===== config.mk =====
export PLATFORM = sky130hd
export DESIGN_NAME = vrap_cordic_stage
export DESIGN_NICKNAME = d
export VERILOG_FILES = /design/src/vrap_pkg.sv /design/src/vrap_cordic_stage.sv
export SDC_FILE = /design/constraint.sdc
export NUM_CORES = 1
export LEC_CHECK = 0
export ABC_AREA = 0
export ABC_CLOCK_PERIOD_IN_PS = 9600
export CORE_MARGIN = 5
export CORE_UTILIZATION = 43
export DETAILED_ROUTE_END_ITERATION = 8
export DONT_BUFFER_PORTS = 1
export SYNTH_ARGS = -nofsm -noshare
export SYNTH_HDL_FRONTEND = slang
export SYNTH_SLANG_ARGS = --single-unit

===== constraint.sdc =====
create_clock -name clk -period 9.6 [get_ports clk]
set_input_delay 1.92 -clock clk [delete_from_list [all_inputs] [get_ports clk]]
set_output_delay 1.92 -clock clk [all_outputs]
set_load 0.005 [all_outputs]

===== src/vrap_pkg.sv =====
// ----------------------------------------------------------------------------
// vrap_pkg
// Shared types and constants for the point rotation pipeline: the CORDIC
// datapath word, the quadrant code and the arctangent table.
// ----------------------------------------------------------------------------
package vrap_pkg;

  // Binary angle width: 65536 counts are one full turn.
  localparam int ANGLE_W   = 16;
  // CORDIC datapath width and fraction bits of cos and sin.
  localparam int CORDIC_W  = 32;
  localparam int FRAC_BITS = 28;
  // Depth of the atan table; users must keep stages within it, unchecked.
  localparam int ATAN_DEPTH = 32;

  // Inverse CORDIC gain 0.60725293 in Q.28, loaded as the start vector.
  localparam logic signed [CORDIC_W-1:0] GAIN_Q28 = 32'sd163008219;
  // 1.0 in Q.28, used when the residual angle is exactly zero.
  localparam logic signed [CORDIC_W-1:0] COS_ONE  = 32'sd268435456;

  // Arctangent of 2^-i in units of 2^32 counts per turn, truncated.
  localparam logic signed [CORDIC_W-1:0] ATAN_TAB [ATAN_DEPTH] = '{
    32'sh20000000, 32'sh12E4051E, 32'sh09FB385B, 32'sh051111D4,
    32'sh028B0D43, 32'sh0145D7E1, 32'sh00A2F61E, 32'sh00517C55,
    32'sh0028BE53, 32'sh00145F2F, 32'sh000A2F98, 32'sh000517CC,
    32'sh00028BE6, 32'sh000145F3, 32'sh0000A2F9, 32'sh0000517C,
    32'sh000028BE, 32'sh0000145F, 32'sh00000A2F, 32'sh00000517,
    32'sh0000028B, 32'sh00000145, 32'sh000000A2, 32'sh00000051,
    32'sh00000028, 32'sh00000014, 32'sh0000000A, 32'sh00000005,
    32'sh00000002, 32'sh00000001, 32'sh00000000, 32'sh00000000
  };

  // Quarter turn that is taken out of the angle before the CORDIC.
  typedef enum logic [1:0] {
    QUAD_0   = 2'd0,
    QUAD_90  = 2'd1,
    QUAD_180 = 2'd2,
    QUAD_270 = 2'd3
  } quadrant_t;

  // CORDIC vector and residual angle.
  typedef struct packed {
    logic signed [CORDIC_W-1:0] x;
    logic signed [CORDIC_W-1:0] y;
    logic signed [CORDIC_W-1:0] z;
  } cordic_t;

endpackage


===== src/vrap_cordic_stage.sv =====
// ----------------------------------------------------------------------------
// vrap_cordic_stage
// One rotation-mode CORDIC iteration with its own pipeline register.
// ----------------------------------------------------------------------------
module vrap_cordic_stage #(
  parameter int SHIFT = 0
) (
  input  logic              clk,
  input  logic              rst_n,
  input  logic              en,
  input  logic              in_valid,
  input  vrap_pkg::cordic_t in_st,
  output logic              out_valid,
  output vrap_pkg::cordic_t out_st
);

  localparam int CW = vrap_pkg::CORDIC_W;
  localparam logic signed [CW-1:0] ATAN = vrap_pkg::ATAN_TAB[SHIFT];

  logic signed [CW-1:0] x;
  logic signed [CW-1:0] y;
  logic signed [CW-1:0] z;
  logic signed [CW-1:0] xs;
  logic signed [CW-1:0] ys;
  vrap_pkg::cordic_t    st_nxt;

  logic                 valid_r;
  vrap_pkg::cordic_t    st_r;

  // Arithmetic shifts floor toward minus infinity, matching the model.
  always_comb begin
    x  = in_st.x;
    y  = in_st.y;
    z  = in_st.z;
    xs = x >>> SHIFT;
    ys = y >>> SHIFT;
    if (!z[CW-1]) begin
      st_nxt.x = x - ys;
      st_nxt.y = y + xs;
      st_nxt.z = z - ATAN;
    end else begin
      st_nxt.x = x + ys;
      st_nxt.y = y - xs;
      st_nxt.z = z + ATAN;
    end
  end

  always_ff @(posedge clk) begin
    if (!rst_n) begin
      valid_r <= 1'b0;
    end else if (en) begin
      valid_r <= in_valid;
    end
  end

  always_ff @(posedge clk) begin
    if (en) begin
      st_r <= st_nxt;
    end
  end

  assign out_valid = valid_r;
  assign out_st    = st_r;

endmodule


* After elaboration in Yosys (flattened, before gate mapping)
Index checks and enable logic that the tools add are counted.
** Word-level totals
- Flip-flop bits (word level) :: 97
- Output and inout bits :: 97
** Operators by class
- Multiplexer cells :: 1
- Add/subtract/negate cells :: 5
** Operators by type and width (count)
- 96-bit 2-to-1 mux :: 1
- 32-bit subtractor :: 2
- 32-bit by 31-bit adder with 32-bit output (second input constant) :: 1
- 32-bit adder :: 1
- 32-bit by 31-bit subtractor with 32-bit output (second input constant) :: 1

* Longest topological paths before layout
- Depth in word-level cells :: 2
- Depth in mapped cells :: 13
- Gate-level depth less buffers :: 12

* Least setup slack after synthesis
Ideal clock, no wire load.
- Kind :: input -> register
- Start point :: input port in_st[32] in the netlist's numbering
- End point :: register st_r, in the netlist out_st[60], data pin
- Arrival :: 4065 ps
- Path buffers :: 0
- Cell stages on the path :: 10
- Setup slack :: 5268 ps
- Cell sequence :: ha_1 > fa_1 > nor2b_1 > o21ai_0 > a31oi_1 > a211oi_1 > o221ai_1 > o41ai_1 > o21ai_0 > xnor2_1
** RTL lines
- start: declaration :: RTL line vrap_cordic_stage.sv:12 : input vrap_pkg::cordic_t in_st,
- end signal: assignment :: RTL line vrap_cordic_stage.sv:58 : st_r <= st_nxt;
- end: declaration :: RTL line vrap_cordic_stage.sv:28 : vrap_pkg::cordic_t st_r;

==> qor.csv <==
stage,metric,value,unit
power_and_ir_drop,Comb power frac,0.293,
critical_path,Worst EP required,9.70,ns
floorplanning,FP Rows,51,
critical_path,critical path's largest stage delay,0.92,ns
floorplanning,die height,151,um
route,vias,7192,
sta,total negative slack,0,ns
clocking,Hold Buf Count CTS,0,
placement,pre-CTS setup slack,4.52,ns
critical_path,Arrival @ worst endpoint,4.81,ns
clocking,Post-CTS Setup Inserts,0,
critical_path,maximum fanout along the worst path,16,
sta,RSZ-0062 raised after global routing,no,
synth,Yosys top cell by area,edfxtp_1,
critical_path,CP max stage cell,nor4_1,
sta,minimum hold slack,0.554,ns
power_and_ir_drop,P per Cell Area,149,nW/um^2
finish,fin util,0.461,
clocking,TritonCTS Buffers,9,
sta,Slew HR,0.306,
finish,Final nets,1126,
placement,Final HPWL DP,20.2,mm
floorplanning,initial core utilization,0.437,
route,router iterations before antenna repair,7,
sta,Tcrit/Tclk final,0.490,
finish,FILL cells,1933,
global_routing,initial antenna violation count,0,
synth,Post-Syn Area,8530,um^2
route,Routed Antenna Nets,0,
synth,Synth Register Bits,96,
clocking,Clock transition at path regs,0.08,ns
synth,Async SR Flop Fraction,0,
status,status,"finished, final reports clean",
clocking,clock latency on the worst-skew pair,0.34,ns
synth,synth top area cells,"edfxtp_1 (33%), ha_1 (14%), a21oi_1 (6.0%)",
synth,sequential share of the synthesized area,0.337,
sta,worst-margin pin slew,1.03,ns
finish,Syn-to-layout area delta,5.53,%
sta,fin crit period,4.71,ns
power_and_ir_drop,Clk pwr share,0.274,
route,vias per inst,6.00,
global_routing,total grt overflow,0,
clocking,clock sinks,96,
synth,"EDFF count, synth",95,
critical_path,CP Capture Type,flip-flop,
sta,final worst setup slack,4.89,ns
synth,library cells used by synthesis,75,
floorplanning,core area,19500,um^2
floorplanning,Top Ports,197,
job,Max-cap violations,0,
critical_path,startpoint types,input port,
route,Initial DRC Count,786,
critical_path,crit path cell chain,inv_1 > ha_1 > inv_1 > nor4_1 > o211ai_1 > nand3_1 > a211oi_1 > o211ai_1 > o21ai_0 > xnor2_1,
sta,fin. max-slew vios,0,
placement,GP Congestion,0.949,
global_routing,Total GRT Usage,0.219,
sta,endpoints failing setup,0,
finish,n_diodes,0,
clocking,Clk Tree Root Cell,clkbuf_16,
global_routing,vias in the first global route,6673,
sta,fmax,213,MHz
synth,mean post-synth cell area,8.91,um^2
synth,Yosys top cell area share,0.334,
synth,synthesized netlist net count,1155,
sta,clk_skew,0,ns
finish,area of the multi-input gates,5090,um^2
global_routing,first-pass GRT wire length,38.9,mm
route,routed length per instance,21.6,um
power_and_ir_drop,VDD IR-drop max,0.0729,mV
power_and_ir_drop,leakage,3.65,nW
sta,hold violation total from the final report,0,
critical_path,crit path kind,in2reg,
synth,Post-synth top flop,edfxtp_1,
floorplanning,die extent in x,151,um
floorplanning,die area,22800,um^2
worst_hold_path,Hold Crit Class,reg2reg,
placement,placed insts,1182,
clocking,CTS Buffer Depth,2,
synth,post-synthesis cell count,957,
finish,layout cell share with drive strength beyond 1,0.0461,
synth,Synth Warn #,0,
power_and_ir_drop,Sw Share,0.348,
finish,FF+latch area,2870,um^2
global_routing,largest net degree at the start of global routing,97,
placement,# port buffers,0,
power_and_ir_drop,net load switching power,466,uW
route,Post-Route WL,25.9,mm
clocking,CTS tree,built,
route,Post-route DRC,0,
clocking,post_cts resized,0,
finish,final std cells w/o fill,1198,
clocking,# H-tree levels,3,
power_and_ir_drop,Internal Power,871,uW
power_and_ir_drop,Seq pwr share,0.433,
==> flip-flops by register name (all words and copies together), names as in the netlist <==
signal     count
out_st        95
out_valid      1
==> path summary, 6_finish.rpt <==
path / startpoint / to / slack, ns / depth (start not counted)
max: in_st[49] / out_st[94] / 4.89 / 10
min: out_valid / out_valid / 0.55 / 2
max reg2reg: out_valid / out_valid / 8.99 / 2
min reg2reg: out_valid / out_valid / 0.55 / 2
==> cell families after synthesis <==
group,share of synthesized area
mux,0.0201
xor+xnor,0.0606
buf+inv,0.0667
fa+ha+maj,0.147
compound gates,0.229
flops,0.337
simple gates,0.140
==> cells in the mapped netlist, types with 3 or more instances <==
library cell,number
inv_1,100
a21o_1,21
and2_1,6
o21a_1,7
o21ba_2,3
a211oi_1,10
nor4_1,12
or3_1,6
edfxtp_1,95
ha_1,94
fa_1,4
o221ai_1,5
o21ai_0,53
o22ai_1,3
xnor2_1,56
nand3_1,22
nand2b_1,11
o21bai_1,20
a211o_1,4
mux2i_1,16
buf_2,11
nand2_1,45
nor2b_1,16
nor3_1,25
o211ai_1,11
o31ai_1,11
buf_1,7
a31oi_1,11
nor2_1,80
nand4_1,11
xor2_1,3
clkbuf_1,21
a21oi_1,102
clkinv_1,4
==> layer usage <==
| metal | up-vias | share of wire | global-route usage |
|---|---|---|---|
| met5 | - | 0 | 0 |
| met3 | 54 | 0.096 | 0.0371 |
| met4 | 0 | 0.023 | 0.0598 |
| li1 | 3368 | - | - |
| met2 | 404 | 0.44 | 0.331 |
| met1 | 3366 | 0.44 | 0.323 |
==> stage by stage <==
step,instance area (um^2),power [mW]
final,9000,1.34
after global routing,9000,1.41
after CTS,9000,1.34
after detailed placement,8690,0.974
after global placement,8690,0.975
after floorplan,8530,0.865
==> worst max-delay path: cells and delay by family <==
family	cells	cell delay, ns
AND/OR/NAND/NOR	2	1.16
AO/OA/AOI/OAI	4	0.66
adder cells (fa/ha/maj)	1	0.64
buffers and inverters	2	0.27
XOR/XNOR	1	0.15
==> power groups by stage <==
stage          combinational [mW]  sequential [mW]  clock (mW)
6_report                    0.392            0.579       0.366
5_1_grt                     0.426            0.586       0.393
4_1_cts                     0.384            0.583       0.376
3_5_place_dp                0.382            0.592           0
3_3_place_gp                0.383            0.592           0
2_1_floorplan               0.295            0.571           0
==> final cells by class <==
cell class                      count  area share
Inverter                          104      0.0434
Timing Repair Buffer                1    0.000834
Tap cell                          265      0.0368
Multi-Input combinational cell    716       0.565
Clock inverter                      7     0.00959
Clock buffer                        9      0.0250
Sequential cell                    96       0.319
==> cell usage in the layout, fill, tap and decap left out, types with 3 or more instances in the layout <==
cell	synthesis	layout
a211o_1	4	4
a211oi_1	10	10
a21o_1	21	21
a21oi_1	102	102
a31oi_1	11	11
and2_1	6	6
clkbuf_16	0	9
clkinv_1	4	4
clkinv_8	0	3
edfxtp_1	95	95
fa_1	4	4
ha_1	94	94
inv_1	100	100
mux2i_1	16	16
nand2_1	45	45
nand2b_1	11	11
nand3_1	22	22
nand4_1	11	11
nor2_1	80	80
nor2b_1	16	16
nor3_1	25	25
nor4_1	12	12
o211ai_1	11	11
o21a_1	7	7
o21ai_0	53	53
o21ba_2	3	3
o21bai_1	20	20
o221ai_1	5	5
o22ai_1	3	3
o31ai_1	11	11
or3_1	6	6
xnor2_1	56	56
xor2_1	3	3
Power figures use the tool's default switching activity.
