$ cat src/vrap_pkg.sv
// ----------------------------------------------------------------------------
// vrap_pkg
// Shared types and constants for the point rotation pipeline: the CORDIC
// datapath word, the quadrant code and the arctangent table.
// ----------------------------------------------------------------------------
package vrap_pkg;

  // Binary angle width: 65536 counts are one full turn.
  localparam int ANGLE_W   = 16;
  // CORDIC datapath width and fraction bits of cos and sin.
  localparam int CORDIC_W  = 32;
  localparam int FRAC_BITS = 28;
  // Depth of the atan table; users must keep stages within it, unchecked.
  localparam int ATAN_DEPTH = 32;

  // Inverse CORDIC gain 0.60725293 in Q.28, loaded as the start vector.
  localparam logic signed [CORDIC_W-1:0] GAIN_Q28 = 32'sd163008219;
  // 1.0 in Q.28, used when the residual angle is exactly zero.
  localparam logic signed [CORDIC_W-1:0] COS_ONE  = 32'sd268435456;

  // Arctangent of 2^-i in units of 2^32 counts per turn, truncated.
  localparam logic signed [CORDIC_W-1:0] ATAN_TAB [ATAN_DEPTH] = '{
    32'sh20000000, 32'sh12E4051E, 32'sh09FB385B, 32'sh051111D4,
    32'sh028B0D43, 32'sh0145D7E1, 32'sh00A2F61E, 32'sh00517C55,
    32'sh0028BE53, 32'sh00145F2F, 32'sh000A2F98, 32'sh000517CC,
    32'sh00028BE6, 32'sh000145F3, 32'sh0000A2F9, 32'sh0000517C,
    32'sh000028BE, 32'sh0000145F, 32'sh00000A2F, 32'sh00000517,
    32'sh0000028B, 32'sh00000145, 32'sh000000A2, 32'sh00000051,
    32'sh00000028, 32'sh00000014, 32'sh0000000A, 32'sh00000005,
    32'sh00000002, 32'sh00000001, 32'sh00000000, 32'sh00000000
  };

  // Quarter turn that is taken out of the angle before the CORDIC.
  typedef enum logic [1:0] {
    QUAD_0   = 2'd0,
    QUAD_90  = 2'd1,
    QUAD_180 = 2'd2,
    QUAD_270 = 2'd3
  } quadrant_t;

  // CORDIC vector and residual angle.
  typedef struct packed {
    logic signed [CORDIC_W-1:0] x;
    logic signed [CORDIC_W-1:0] y;
    logic signed [CORDIC_W-1:0] z;
  } cordic_t;

endpackage

$ cat src/vrap_prep.sv
// ----------------------------------------------------------------------------
// vrap_prep
// First pipeline stage: offsets from the pivot, quadrant split of the angle
// and the CORDIC start vector.
// ----------------------------------------------------------------------------
module vrap_prep #(
  parameter int COORD_WIDTH = 16
) (
  input  logic                                clk,
  input  logic                                rst_n,
  input  logic                                en,
  input  logic                                in_valid,
  input  logic signed [COORD_WIDTH-1:0]       point_x,
  input  logic signed [COORD_WIDTH-1:0]       point_y,
  input  logic signed [COORD_WIDTH-1:0]       pivot_x,
  input  logic signed [COORD_WIDTH-1:0]       pivot_y,
  input  logic [vrap_pkg::ANGLE_W-1:0]        turn_angle,
  output logic                                out_valid,
  output vrap_pkg::cordic_t                   out_st,
  output vrap_pkg::quadrant_t                 out_quad,
  output logic                                out_zero,
  output logic signed [COORD_WIDTH:0]         out_dx,
  output logic signed [COORD_WIDTH:0]         out_dy,
  output logic signed [COORD_WIDTH-1:0]       out_pvx,
  output logic signed [COORD_WIDTH-1:0]       out_pvy
);

  localparam int AW = vrap_pkg::ANGLE_W;
  localparam int CW = vrap_pkg::CORDIC_W;

  logic [AW-1:0]                   shifted;
  logic [AW-1:0]                   resid;
  vrap_pkg::quadrant_t             quad_nxt;
  vrap_pkg::cordic_t               st_nxt;

  logic                            valid_r;
  vrap_pkg::cordic_t               st_r;
  vrap_pkg::quadrant_t             quad_r;
  logic                            zero_r;
  logic signed [COORD_WIDTH:0]     dx_r;
  logic signed [COORD_WIDTH:0]     dy_r;
  logic signed [COORD_WIDTH-1:0]   pvx_r;
  logic signed [COORD_WIDTH-1:0]   pvy_r;

  // The nearest quarter turn is removed; the residual lies in [-45, +45) degrees.
  always_comb begin
    shifted  = turn_angle + AW'(16'd8192);
    quad_nxt = vrap_pkg::quadrant_t'(shifted[AW-1:AW-2]);
    resid    = turn_angle - {shifted[AW-1:AW-2], {(AW-2){1'b0}}};
    st_nxt.x = vrap_pkg::GAIN_Q28;
    st_nxt.y = '0;
    st_nxt.z = {resid, {(CW-AW){1'b0}}};
  end

  always_ff @(posedge clk) begin
    if (!rst_n) begin
      valid_r <= 1'b0;
    end else if (en) begin
      valid_r <= in_valid;
    end
  end

  always_ff @(posedge clk) begin
    if (en) begin
      st_r   <= st_nxt;
      quad_r <= quad_nxt;
      zero_r <= (resid == '0);
      dx_r   <= (COORD_WIDTH+1)'(point_x) - (COORD_WIDTH+1)'(pivot_x);
      dy_r   <= (COORD_WIDTH+1)'(point_y) - (COORD_WIDTH+1)'(pivot_y);
      pvx_r  <= pivot_x;
      pvy_r  <= pivot_y;
    end
  end

  assign out_valid = valid_r;
  assign out_st    = st_r;
  assign out_quad  = quad_r;
  assign out_zero  = zero_r;
  assign out_dx    = dx_r;
  assign out_dy    = dy_r;
  assign out_pvx   = pvx_r;
  assign out_pvy   = pvy_r;

endmodule

$ cat config.mk
export PLATFORM = sky130hd
export DESIGN_NAME = vrap_prep
export DESIGN_NICKNAME = d
export VERILOG_FILES = /design/src/vrap_pkg.sv /design/src/vrap_prep.sv
export SDC_FILE = /design/constraint.sdc
export NUM_CORES = 1
export LEC_CHECK = 0
export BUFFER_PORTS_ARGS = -buffer_cell sky130_fd_sc_hd__clkbuf_2
export CORE_AREA = 2 2 114 116
export DETAILED_ROUTE_END_ITERATION = 6
export DIE_AREA = 0 0 116 118
export GPL_TIMING_DRIVEN = 0
export MAX_ROUTING_LAYER = met4
export PLACE_DENSITY = 0.7
export SYNTH_ARGS = -nofsm -noshare
export SYNTH_HDL_FRONTEND = slang
export SYNTH_SLANG_ARGS = --single-unit
$ cat constraint.sdc
create_clock -name clk -period 4.5 [get_ports clk]
set_clock_uncertainty 0.2 [all_clocks]
set_input_delay 0.45 -clock clk [delete_from_list [all_inputs] [get_ports clk]]
set_output_delay 0.45 -clock clk [all_outputs]
set_load 0.1 [all_outputs]
# Yosys cells after proc, flatten, opt, wreduce, memory -nomap -nowiden

Cells that the tools add are included.

Bits in registers: 86
Output and inout bits: 166

$add $sub $neg: 4
Reductions and logical operators: 1

Operator list:

| kind                   | number |
|---|---|
| $sub 16x16->17         | 2 |
| $add 16x14->16 const B | 1 |
| $logic_not 16->1       | 1 |
| $sub 16x16->16         | 1 |

# Longest topological paths before layout

Word-level depth: 3
Depth in mapped cells: 9

# Worst setup path before layout

No wires, ideal clock.

Kind: input-to-reg
From: input point_x[0]
To: register dx_r[16] (netlist: out_dx[16]) (data pin)
Arrival time: 1.876 ns
Data required time: 4.032 ns
Slack: 2.156 ns
Stages: 8
Path buffers: 0
Cell sequence: inv_1 > ha_1 > fa_1 > nand2b_1 > a21oi_1 > o221ai_1 > a41oi_1 > o22ai_1

Cells in the longest elaborated chain, start to end: 1

Ends and longest elaborated chain:

| element                | RTL line        | RTL |
|---|---|---|
| start: declaration     | vrap_prep.sv:13 | `input logic signed [COORD_WIDTH-1:0] point_x,` |
| $sub 16x16->17         | vrap_prep.sv:68 | `dx_r <= (COORD_WIDTH+1)'(point_x) - (COORD_WIDTH+1)'(pivot_x);` |
| end signal: assignment | vrap_prep.sv:68 |  |
| end: declaration       | vrap_prep.sv:40 | `logic signed [COORD_WIDTH:0] dx_r;` |

Every way passes these cells.
A chain may end at the register's enable or synchronous reset.

# Worst setup path after layout

Same ends and word-level chain as after synthesis.

==> results.py <==
metrics = {
    "global_routing": {
        "grtUsageTotal_pct": 16.5,
        "grt_max_degree": 51,
        "antenna_found_initial": 0,
        "grt_pass1_wl_mm": 17.3,
        "grt.overflow.total": 0,
        "grt_pass1_vias": 3900,
    },
    "critical_path": {
        "critical_path_arrival_ns": 2.29,
        "cp.buffers_inverters": 2,
        "cp.required_ns": 4.36,
        "critPathKind": "input port to flop",
        "start_kind": "input port",
        "crit_path_max_fanout": 3,
        "cp_slowest_cell": "fa_1",
        "rr_worst_depth": 2,
        "path_depth": 9,
        "path_delay_family": "compound AO/OA/AOI/OAI gates",
        "cp-end-kind": "flop",
        "crit_chain": "clkbuf_2 > inv_1 > ha_1 > fa_1 > nand2b_1 > a21oi_1 > o221ai_1 > a41oi_1 > o22ai_1",
        "cp_slowest_stage_delay_ns": 0.40,
    },
    "timing": {
        "tightest_slew_ns": 0.587,
        "grt_setup_unrepaired": "false",
        "max_slew_margin_pct": 61.0,
        "finalSetupTns_ns": 0,
        "hold_viol": 0,
        "min_period_ns": 2.43,
        "min_period_over_period_pct": 54.1,
        "finalSetupViolCount": 0,
        "slew_viol_final": 0,
        "fmax_ghz": 0.411,
    },
    "yosys": {
        "yosysWarnings": 0,
        "synth_area_leaders": "edfxtp_1 52%, buf_4 12%, ha_1 8.6%, inv_1 3.4%, xnor2_1 2.8%",
        "synth_flop_cell": "edfxtp_1",
        "ys_async_sr_fraction_pct": 0,
        "synth_area_sq_um": 4920,
        "synth-edff-count": 85,
        "ys_ff_latch": 86,
        "synth_cell_type_count": 46,
        "synth_top_area_cell": "edfxtp_1",
        "synth_top_area_share_pct": 51.8,
        "avgSynthCellArea_sq_um": 11.5,
        "ys_seq_area_share_pct": 52.2,
        "synth_cells": 428,
    },
    "floorplan": {
        "dieArea_sq_um": 13700,
        "row_count": 41,
        "die_y_microns": 118,
        "die_width_microns": 116,
        "io_pins": 250,
        "initial_utilization_pct": 39.7,
        "coreArea_sq_um": 12400,
    },
    "finish": {
        "finalNetCount": 807,
        "synthToLayoutAreaGrowth_pct": 35.0,
        "antennaDiodeCount": 0,
        "mostFrequentLayoutCell": "clkbuf_2",
        "final_cell_mix": "168 x clkbuf_2, 85 x edfxtp_1, 81 x buf_4, 80 x conb_1, 45 x inv_1",
        "drive_gt1_share_pct": 39.0,
    },
    "clock_tree": {
        "cts_root_buf": "clkbuf_16",
        "cts_hold_buf": 0,
        "cts_buffers": 9,
        "cts_resized": 0,
        "cts_buffer_depth": 2,
        "cts.sinks": 86,
        "postCtsSetupBuffers": 0,
        "path_clk_slew_ns": 0.07,
        "cts_tree": "built",
        "htreeDepth": 3,
        "clk_latency_ns": 0.33,
    },
    "flow_run": {
        "drv_cap": 0,
    },
    "power_and_ir_drop": {
        "powerDensity_nw_per_um2": 484,
        "netSwitchingPower_mw": 1.45,
        "pwr-share-seq_pct": 31.6,
        "clkPwrFrac_pct": 26.3,
        "p_leak_nw": 3.32,
        "comb_power_share_pct": 42.2,
        "ir_drop_v": 0.000192,
        "finalPower_mw": 3.22,
        "swShare_pct": 45.2,
        "internal_power_mw": 1.76,
    },
    "worst_hold_path": {
        "min_path_cells": 1,
        "worst_hold_path_type": "input port to flop",
    },
    "drt": {
        "route.detailed.drc": 0,
        "wire_per_inst_microns": 12.7,
        "detail_route.vias_per_cell": 4.36,
        "dr.pass1.iters": 4,
        "antenna_left": 0,
        "routed-via-count": 3767,
        "wl_mm": 11.0,
        "drt_iter0_markers": 212,
    },
    "run_status": {
        "status": "complete, no violations",
    },
    "placement": {
        "place.gp.congestion": 0.894,
        "dp_hpwl_mm": 8.83,
        "port_buffers": 169,
    },
}
-- cell families after synthesis --
group                      Yosys count  share of synthesized area [%]
buffers and inverters              127                           15.9
DFF                                 86                           52.2
AOI/OAI and AO/OA                   76                           9.58
and+or+nand+nor                     74                           7.85
adders and majority gates           36                           9.45
xor gates and xnor gates            25                           4.45
other                                2                          0.153
muxes                                2                          0.407
-- layer usage --
metal | up-vias | part of all wire (%) | track usage [%]
met5 | - | 0 | -
met1 | 1669 | 37 | 17.2
met2 | 203 | 51 | 29.4
li1 | 1863 | - | -
met3 | 32 | 8.3 | 2.99
met4 | 0 | 3.5 | 8.41
-- Yosys cell counts, types with 9 or more instances --
cell type / n
o21ai_0: 15
nand2b_1: 12
xor2_1: 9
nor2_1: 14
ha_1: 34
a21oi_1: 27
buf_4: 81
nand2_1: 17
inv_1: 45
edfxtp_1: 85
xnor2_1: 16
-- final cells by class --
type,count,area (sq um)
repair buffers,170,876
inverters,45,169
clock inverters,6,110
flip-flops and latches,86,2570
plain buffers,82,612
well taps,172,215
fillers,1120,5770
clock buffers,10,229
multi-input cells,293,1860
-- power by group through the flow --
stage                     clock (mW)  combinational [mW]  sequential (mW)
after floorplan                    0               0.535             1.66
after global placement             0                1.34             1.03
after detailed placement           0                1.35             1.03
after CTS                      0.866                1.36             1.02
after global routing           0.890                1.41             1.02
final                          0.846                1.36             1.02
-- path summary, 6_finish.rpt --
check,from,to,slack [ns]
worst min register to register,out_valid$_SDFFE_PN0P_,out_valid$_SDFFE_PN0P_,0.33
worst max-delay path,point_x[0],out_dx[16]$_DFFE_PP_,2.07
worst min-delay path,pivot_y[5],out_pvy[5]$_DFFE_PP_,0.10
worst max register to register,out_valid$_SDFFE_PN0P_,out_valid$_SDFFE_PN0P_,3.71
-- sequential cells by signal, indices dropped and copies added, names as in the netlist --
| signal | flops |
|---|---|
| out_quad | 2 |
| out_st | 16 |
| out_dx | 17 |
| out_pvx | 16 |
| out_dy | 17 |
| out_valid | 1 |
| out_pvy | 16 |
| out_zero | 1 |
-- stage by stage --
| stage | cells | util, % | hold WS, ns | setup WS (ns) | area [sq um] |
|---|---|---|---|---|---|
| floorplan | 506 | - | 0.349 | 2.16 | 5220 |
| global placement | 847 | 50.6 | 0.295 | 1.75 | 6280 |
| detailed placement | 848 | 50.8 | 0.315 | 1.75 | 6310 |
| CTS | 864 | 53.5 | 0.0935 | 2.11 | 6650 |
| global route | 864 | 53.5 | 0.0954 | 1.95 | 6650 |
| finish | 864 | 53.5 | 0.102 | 2.07 | 6650 |
(Power assumes the default switching activity.)
